$ cat src/rtl/core/counter_priority_task_scheduler_core_macros.svh
// Assertion macros shared by the scheduler RTL.
`ifndef COUNTER_PRIORITY_TASK_SCHEDULER_CORE_MACROS_SVH
`define COUNTER_PRIORITY_TASK_SCHEDULER_CORE_MACROS_SVH

// Same-cycle implication.
`define CPTS_ASSERT_IMPL(label, clk, rst, ante, cons) \
   label: assert property (@(posedge clk) disable iff (rst) (ante) |-> (cons)) \
      else $error("scheduler assertion failed");

// Next-cycle implication.
`define CPTS_ASSERT_NEXT(label, clk, rst, ante, cons) \
   label: assert property (@(posedge clk) disable iff (rst) (ante) |=> (cons)) \
      else $error("scheduler assertion failed");

`endif

$ cat src/rtl/core/cpts_pkg.sv
// Types and constants shared by the counter-priority task scheduler.
`timescale 1ns / 1ps
package cpts_pkg;

   localparam int unsigned NUM_TASKS_DEF = 16;
   localparam int unsigned SLOT_W        = 4;
   localparam int unsigned PRIO_W        = 7;
   localparam int unsigned COUNT_W       = 8;
   localparam int unsigned KIND_W        = 2;

   localparam logic [KIND_W-1:0] KIND_WRITE = 2'd0;
   localparam logic [KIND_W-1:0] KIND_READY = 2'd1;
   localparam logic [KIND_W-1:0] KIND_SCHED = 2'd2;

   typedef struct packed {
      logic [KIND_W-1:0]  kind;
      logic [SLOT_W-1:0]  slot;
      logic               present;
      logic               ready_req;
      logic [PRIO_W-1:0]  priority_req;
      logic [COUNT_W-1:0] slice;
   } req_type;

   typedef struct packed {
      logic [SLOT_W-1:0]  chosen;
      logic               chose_idle;
      logic [COUNT_W-1:0] chosen_count;
      logic               refilled;
      logic               switched;
      logic               stuck;
   } rsp_type;

   typedef struct packed {
      logic               full;
      logic               present;
      logic               ready_req;
      logic [PRIO_W-1:0]  priority_req;
      logic [COUNT_W-1:0] slice;
   } wr_type;

   typedef struct packed {
      logic               live;
      logic               refill;
      logic               found;
      logic [SLOT_W-1:0]  best_idx;
      logic [COUNT_W-1:0] best_cnt;
      logic [COUNT_W-1:0] idle_cnt;
   } scan_type;

endpackage

$ cat src/rtl/core/cpts_cell.sv
// One task slot: holds its state and passes the scan record to the next slot.
`timescale 1ns / 1ps
module cpts_cell #(
   parameter int unsigned IDX = 0
) (
   input  logic              clock,
   input  logic              reset,
   input  logic              wr_en,
   input  cpts_pkg::wr_type  wr,
   input  logic              idle_hit,
   input  cpts_pkg::scan_type scan_in,
   output cpts_pkg::scan_type scan_out
);
   import cpts_pkg::*;

   logic               present_ff, present_in;
   logic               ready_ff, ready_in;
   logic [PRIO_W-1:0]  priority_ff, priority_in;
   logic [COUNT_W-1:0] counter_ff, counter_in;
   scan_type           scan_ff, scan_in_nx;
   logic [COUNT_W-1:0] refill_cnt;
   logic [COUNT_W-1:0] eff_cnt;
   logic               do_refill;
   logic               cand;

   always_comb begin
      refill_cnt = {1'b0, counter_ff[COUNT_W-1:1]} + {1'b0, priority_ff};
      do_refill  = scan_in.live && scan_in.refill && present_ff;
      eff_cnt    = do_refill ? refill_cnt : counter_ff;
      cand       = present_ff && ready_ff && !idle_hit;

      present_in  = present_ff;
      ready_in    = ready_ff;
      priority_in = priority_ff;
      counter_in  = do_refill ? refill_cnt : counter_ff;
      if (wr_en) begin
         ready_in = wr.ready_req;
         if (wr.full) begin
            present_in  = wr.present;
            priority_in = wr.priority_req;
            counter_in  = wr.slice;
         end
      end

      scan_in_nx = scan_in;
      if (scan_in.live) begin
         if (idle_hit) begin
            scan_in_nx.idle_cnt = eff_cnt;
         end
         if (cand && (!scan_in.found || eff_cnt >= scan_in.best_cnt)) begin
            scan_in_nx.found    = 1'b1;
            scan_in_nx.best_idx = SLOT_W'(IDX);
            scan_in_nx.best_cnt = eff_cnt;
         end
      end
   end

   always_ff @(posedge clock) begin
      if (reset) begin
         present_ff  <= 1'b0;
         ready_ff    <= 1'b0;
         priority_ff <= '0;
         counter_ff  <= '0;
         scan_ff     <= '0;
      end else begin
         present_ff  <= present_in;
         ready_ff    <= ready_in;
         priority_ff <= priority_in;
         counter_ff  <= counter_in;
         scan_ff     <= scan_in_nx;
      end
   end

   assign scan_out = scan_ff;

endmodule

$ cat src/rtl/core/counter_priority_task_scheduler_core.sv
// Top level of the counter-priority task scheduler.
// Usage:
//  - req channel (req_valid/req_ready/req_data) takes slot writes, ready-flag
//    updates and schedule requests; rsp channel returns one beat per schedule.
//  - csr channel writes the idle slot number; csr_ready is always high.
//  - A slot write or ready update is registered in its slot cell; writes give no rsp beat.
//  - A schedule request sends a scan record down a chain of NUM_TASKS slot
//    cells, one cell per cycle. The result beat follows one pass of the
//    chain, or two passes when the counters are refilled, since the refill
//    and the second pick share one more pass of the chain.
//  - req_ready is high only between schedule requests; the next request is
//    taken while a finished result still waits in the rsp output register.
//  - If rsp_ready stays low, the block holds the beat, and a second finished
//    result waits inside until the output register drains.
//  - Synchronous reset clears every slot, the idle slot and the running task.
`timescale 1ns / 1ps
`include "counter_priority_task_scheduler_core_macros.svh"
module counter_priority_task_scheduler_core #(
   parameter int unsigned NUM_TASKS = cpts_pkg::NUM_TASKS_DEF
) (
   input  logic                        clock,
   input  logic                        reset,
   input  logic                        req_valid,
   output logic                        req_ready,
   input  cpts_pkg::req_type           req_data,
   output logic                        rsp_valid,
   input  logic                        rsp_ready,
   output cpts_pkg::rsp_type           rsp_data,
   input  logic                        csr_valid,
   output logic                        csr_ready,
   input  logic [cpts_pkg::SLOT_W-1:0] csr_data
);
   import cpts_pkg::*;

   typedef enum logic [2:0] {
      ST_IDLE = 3'b001,
      ST_SCAN = 3'b010,
      ST_DONE = 3'b100
   } state_type;

   state_type          state_ff, state_in;
   logic [SLOT_W-1:0]  idle_slot_ff, idle_slot_in;
   logic [SLOT_W-1:0]  current_ff, current_in;
   rsp_type            pend_ff, pend_in;
   rsp_type            rsp_ff, rsp_in;
   logic               rsp_valid_ff, rsp_valid_in;

   scan_type           chain [NUM_TASKS+1];
   scan_type           head;
   scan_type           tail;
   logic [NUM_TASKS-1:0] wr_sel;
   logic [NUM_TASKS-1:0] idle_hit;
   wr_type             wr;
   logic               req_fire;
   logic               is_write;
   logic               need_refill;
   logic               launch;
   rsp_type            res;

   assign req_ready = (state_ff == ST_IDLE);
   assign csr_ready = 1'b1;
   assign req_fire  = req_valid && req_ready;
   assign is_write  = (req_data.kind == KIND_WRITE) || (req_data.kind == KIND_READY);

   assign wr.full         = (req_data.kind == KIND_WRITE);
   assign wr.present      = req_data.present;
   assign wr.ready_req    = req_data.ready_req;
   assign wr.priority_req = req_data.priority_req;
   assign wr.slice        = req_data.slice;

   assign tail        = chain[NUM_TASKS];
   assign need_refill = tail.live && tail.found && (tail.best_cnt == '0) && !tail.refill;
   assign launch      = (req_fire && (req_data.kind == KIND_SCHED)) ||
                        ((state_ff == ST_SCAN) && need_refill);

   always_comb begin
      head        = '0;
      head.live   = launch;
      head.refill = (state_ff == ST_SCAN);
   end

   assign chain[0] = head;

   for (genvar g = 0; g < NUM_TASKS; g++) begin : g_cell
      assign wr_sel[g]   = req_fire && is_write && (32'(req_data.slot) == g);
      assign idle_hit[g] = (32'(idle_slot_ff) == g);

      cpts_cell #(
         .IDX(g)
      ) u_cell (
         .clock   (clock),
         .reset   (reset),
         .wr_en   (wr_sel[g]),
         .wr      (wr),
         .idle_hit(idle_hit[g]),
         .scan_in (chain[g]),
         .scan_out(chain[g+1])
      );
   end

   always_comb begin
      res.chosen       = tail.found ? tail.best_idx : idle_slot_ff;
      res.chose_idle   = !tail.found;
      res.chosen_count = tail.found ? tail.best_cnt : tail.idle_cnt;
      res.refilled     = tail.refill;
      res.stuck        = tail.refill && tail.found && (tail.best_cnt == '0);
      res.switched     = (res.chosen != current_ff);
   end

   always_comb begin
      state_in     = state_ff;
      idle_slot_in = (csr_valid && csr_ready) ? csr_data : idle_slot_ff;
      current_in   = current_ff;
      pend_in      = pend_ff;
      rsp_in       = rsp_ff;
      rsp_valid_in = rsp_valid_ff && !rsp_ready;
      unique case (state_ff)
         ST_IDLE: begin
            if (req_fire && (req_data.kind == KIND_SCHED)) begin
               state_in = ST_SCAN;
            end
         end
         ST_SCAN: begin
            if (tail.live && !need_refill) begin
               pend_in    = res;
               current_in = res.chosen;
               state_in   = ST_DONE;
            end
         end
         ST_DONE: begin
            if (!rsp_valid_ff || rsp_ready) begin
               rsp_in       = pend_ff;
               rsp_valid_in = 1'b1;
               state_in     = ST_IDLE;
            end
         end
         default: begin
            state_in = ST_IDLE;
         end
      endcase
   end

   always_ff @(posedge clock) begin
      if (reset) begin
         state_ff     <= ST_IDLE;
         idle_slot_ff <= '0;
         current_ff   <= '0;
         rsp_valid_ff <= 1'b0;
      end else begin
         state_ff     <= state_in;
         idle_slot_ff <= idle_slot_in;
         current_ff   <= current_in;
         rsp_valid_ff <= rsp_valid_in;
      end
   end

   always_ff @(posedge clock) begin
      pend_ff <= pend_in;
      rsp_ff  <= rsp_in;
   end

   assign rsp_valid = rsp_valid_ff;
   assign rsp_data  = rsp_ff;

   `CPTS_ASSERT_NEXT(a_launch_moves, clock, reset, chain[0].live, chain[1].live)
   `CPTS_ASSERT_IMPL(a_tail_in_scan, clock, reset, tail.live, state_ff == ST_SCAN)
   `CPTS_ASSERT_IMPL(a_stuck_refilled, clock, reset, rsp_valid_ff, !rsp_ff.stuck || rsp_ff.refilled)
   `CPTS_ASSERT_IMPL(a_idle_no_refill, clock, reset, rsp_valid_ff && rsp_ff.chose_idle, !rsp_ff.refilled && !rsp_ff.stuck)

endmodule

$ cat config.mk
export PLATFORM = sky130hd
export DESIGN_NAME = counter_priority_task_scheduler_core
export DESIGN_NICKNAME = d
export VERILOG_FILES = /design/src/rtl/core/cpts_pkg.sv /design/src/rtl/core/cpts_cell.sv /design/src/rtl/core/counter_priority_task_scheduler_core.sv
export VERILOG_INCLUDE_DIRS = /design/src /design/src/rtl/core
export SDC_FILE = /design/constraint.sdc
export NUM_CORES = 2
export LEC_CHECK = 0
export BUFFER_PORTS_ARGS = -buffer_cell sky130_fd_sc_hd__buf_2
export CAP_MARGIN = 20
export CORE_MARGIN = 1.5
export CORE_UTILIZATION = 43
export CTS_BUF_LIST = sky130_fd_sc_hd__clkbuf_16
export DETAILED_ROUTE_END_ITERATION = 6
export GPL_TIMING_DRIVEN = 0
export PLACE_DENSITY_LB_ADDON = 0.1
export SETUP_SLACK_MARGIN = 0.2
export SYNTH_ARGS = -nofsm -noshare
export SYNTH_HDL_FRONTEND = slang
export SYNTH_SLANG_ARGS = --single-unit
$ cat constraint.sdc
create_clock -name clock -period 4.9 [get_ports clock]
set_input_delay 0.735 -clock clock [delete_from_list [all_inputs] [get_ports clock]]
set_output_delay 0.735 -clock clock [all_outputs]
set_load 0.005 [all_outputs]
==> run_results.csv <==
group,metric,value,unit
sta,maxSlewHeadroom,19.2,%
sta,hold_violations,0,
clock_tree,cts_setup_buffers,0,
synth,ys_types,77,
routing,post_drt_wl_per_cell,22.5,um
synth,synth.most_common_cell,"dfxtp_1",
routing,vias,26070,
power_and_ir_drop,switching_share,23.9,%
synth,synth_top_flop_cell,"dfxtp_1",
routing,dr.first_iter.drc_count,1784,
grt,grt_max_degree,19,
layout,postLayoutCoreUtil,49.1,%
clock_tree,h-tree-depth,3,
power_and_ir_drop,internal_power,0.00885,W
floorplanning,start_util,43.3,%
outcome,status,"complete, no violations",
routing,first_pass_iters,5,
sta,fin_skew,0.0204,ns
power_and_ir_drop,worst_ir_drop_vdd,0.229,mV
synth,avgSynthCellArea,8.65,um2
power_and_ir_drop,finalPower,0.0116,W
synth,yosysTopAreaCell,"dfxtp_1",
layout,drive_above_1_share,8.16,%
clock_tree,postCtsHoldBufs,0,
synth,synth.area.top_cells,"dfxtp_1 (40%), ha_1 (9.2%), nor2_1 (7.1%)",
floorplanning,die_w,274,um
place,dpl.cell_count,4657,
sta,whs,0.346,ns
grt,antenna_found_initial,9,
worst_setup_path,crit_type,"reg2reg",
worst_setup_path,r2r-start,"g_cell[1].u_cell.priority_ff[0]",
worst_setup_path,reg2reg_slack,0.85,ns
place,routabilityCongestion,0.901,
sta,slew_violations,0,
place,port-buffer-count,31,
synth,synth_edf_count,32,
floorplanning,core_area,72700,um2
floorplanning,die_area,74900,um2
clock_tree,clk_pin_slew,0.06,ns
routing,remaining_drc_errors,0,
layout,fin_nets,4056,
routing,routed_wl,108000,um
layout,final_cell_count_no_fill,4797,
power_and_ir_drop,p_leak,13.6,nW
worst_setup_path,arrival,4.55,ns
clock_tree,clk_latency,0.63,ns
clock_tree,cts_sinks,669,
power_and_ir_drop,p_switching,0.00279,W
synth,yosys-top-cells-count,"dfxtp_1 (637), nor2_1 (592), nand2_1 (453)",
worst_setup_path,path_max_fanout,10,
sta,setup_viol,0,
synth,ys_seq_area_share,43.5,%
layout,area_delta_synth_final,13.4,%
sta,clock.fmax,0.247,GHz
routing,viasPerCell,5.43,
synth,syn_area,31500,um2
synth,yosys.area.top_type_share,40.5,%
sta,min_period,4.05,ns
synth,yosysWarnings,0,
power_and_ir_drop,power_frac_seq,47.3,%
clock_tree,cts_made_buffers,75,
worst_setup_path,worstPathRequired,5.40,ns
synth,syn_inst,3642,
synth,ys_seq_elements,669,
worst_setup_path,ff2ff_path_depth,14,
flow_run,maxCapViolCount,0,
grt,grt_pass1_wl,160000,um
worst_hold_path,min_path_cells,3,
sta,rsz0062_at_grt,"false",
sta,final.setup.tns,0,ns
floorplanning,ios,51,
sta,min_period_over_period,82.6,%
clock_tree,cts_buffer_depth,3,
grt,gr-usage-all-layers,28.7,%
place,place.detailed.hpwl,82200,um
grt,grt_pass1_vias,24997,
synth,syn-num-nets,3922,
worst_hold_path,holdPathEnd,"idle_slot_ff[2]",
power_and_ir_drop,p_comb_share,3.9,%
power_and_ir_drop,p_per_area,326,nW/um2
routing,drtAntennaViolNets,0,
sta,worst_pin_slew,1.21,ns
power_and_ir_drop,clockPowerShare,48.8,%
clock_tree,cts_tree,"built",
floorplanning,row_count,99,
floorplanning,die_h,274,um
worst_setup_path,crit_path_start_kind,"flip-flop",
grt,grt_overflow,0,
synth,async_flop_share,0,%
worst_setup_path,end_kind,"flip-flop",
worst_setup_path,crit-reg2reg-capture,"g_cell[1].u_cell.scan_out[9]",
worst_hold_path,hold_class,"in2reg",
clock_tree,cts.repair.resized,0,
clock_tree,cts-root-buf,"clkbuf_16",
worst_hold_path,min_from,"csr_data[2]",
==> area by class of cell <==
type	count	area (um2)
antenna	2	5.00
buffer	218	922
clock buffer	78	1950
clock inverter	59	493
fill	7039	37000
inverter	186	698
multi-input combinational	2569	16200
sequential	669	13700
tap	959	1200
timing repair buffer	57	568
==> registers in the layout, summed over array words and instances, names as in the netlist, 3 cells and up <==
register                   count
g_cell.u_cell.priority_ff    112
rsp_data                      16
state_ff                       3
g_cell.u_cell.scan_out       353
idle_slot_ff                   4
g_cell.u_cell.present_ff      16
pend_ff                       16
current_ff                     4
g_cell.u_cell.counter_ff     128
g_cell.u_cell.ready_ff        16
==> metal layers <==
metal,up-vias,track usage (%),share of wire (%)
li1,12803,-,-
met1,12396,38.0,44
met2,674,46.7,46
met3,183,4.09,5.5
met4,14,12.1,4.4
met5,-,0,0.075
==> per-stage QoR <==
stage | area [um2] | worst slack [ns]
2_1_floorplan | 31500 | 1.66
3_3_place_gp | 32900 | 0.905
3_5_place_dp | 33300 | 0.855
4_1_cts | 35700 | 0.821
5_1_grt | 35700 | 0.506
6_report | 35700 | 0.855
==> worst max path at each step <==
stage	end	start	cells past startpoint
2_1_floorplan	g_cell[4].u_cell.scan_out[11]	g_cell[4].u_cell.counter_ff[1]	14
4_1_cts	g_cell[13].u_cell.scan_out[14]	g_cell[13].u_cell.counter_ff[1]	16
3_5_place_dp	g_cell[13].u_cell.scan_out[14]	g_cell[13].u_cell.counter_ff[1]	16
3_3_place_gp	g_cell[13].u_cell.scan_out[14]	g_cell[13].u_cell.counter_ff[1]	16
5_1_grt	g_cell[13].u_cell.scan_out[14]	g_cell[13].u_cell.counter_ff[1]	16
6_report	g_cell[1].u_cell.scan_out[9]	g_cell[1].u_cell.priority_ff[0]	14
==> worst max-delay path, cell delays in order (launching register included) <==
cell,delay [ns]
dfxtp_1,0.33
ha_1,0.22
fa_1,0.47
a21o_1,0.20
a21oi_1,0.17
xor2_1,0.16
nor2_1,0.05
a21oi_1,0.37
inv_1,0.09
ha_1,0.20
a22o_1,0.21
o41ai_1,0.59
a21oi_2,0.26
buf_2,0.26
a211oi_1,0.35
==> cell families after synthesis <==
| family | count (synthesis) | share of synthesized area, % |
|---|---|---|
| compound gates | 744 | 15.4 |
| buf+inv | 404 | 5.12 |
| simple gates | 1340 | 18.4 |
| fa+ha+maj | 248 | 10.2 |
| mux | 179 | 5.74 |
| flops | 669 | 43.5 |
| other cells | 1 | 0.0119 |
| xor+xnor | 57 | 1.58 |
==> power by group through the flow <==
stage	clock (W)	sequential (W)	combinational, W
2_1_floorplan	0	0.00561	0.000185
3_3_place_gp	0	0.00562	0.000415
3_5_place_dp	0	0.00562	0.000449
4_1_cts	0.00575	0.00550	0.000451
5_1_grt	0.00597	0.00550	0.000468
6_report	0.00568	0.00550	0.000458
==> cells in the final DEF, fill, tap and decap left out, types with 14 or more instances in the layout <==
master,Yosys,routed
a211oi_1,237,237
a21oi_1,274,274
and3_1,23,23
buf_2,52,84
buf_8,0,20
clkbuf_1,150,144
clkbuf_16,0,78
clkinv_2,0,17
dfxtp_1,637,637
edfxtp_1,32,32
fa_1,16,16
ha_1,232,232
inv_1,186,197
mux2_2,14,14
mux2i_1,165,165
nand2_1,453,453
nand3_1,47,47
nand4_1,27,27
nor2_1,592,590
nor2b_1,43,43
nor3_1,54,54
nor3b_1,27,27
o211ai_1,17,17
o21a_1,20,20
o21ai_0,80,80
xnor2_1,41,41
xor2_1,16,16
(Power assumes the default switching activity.)
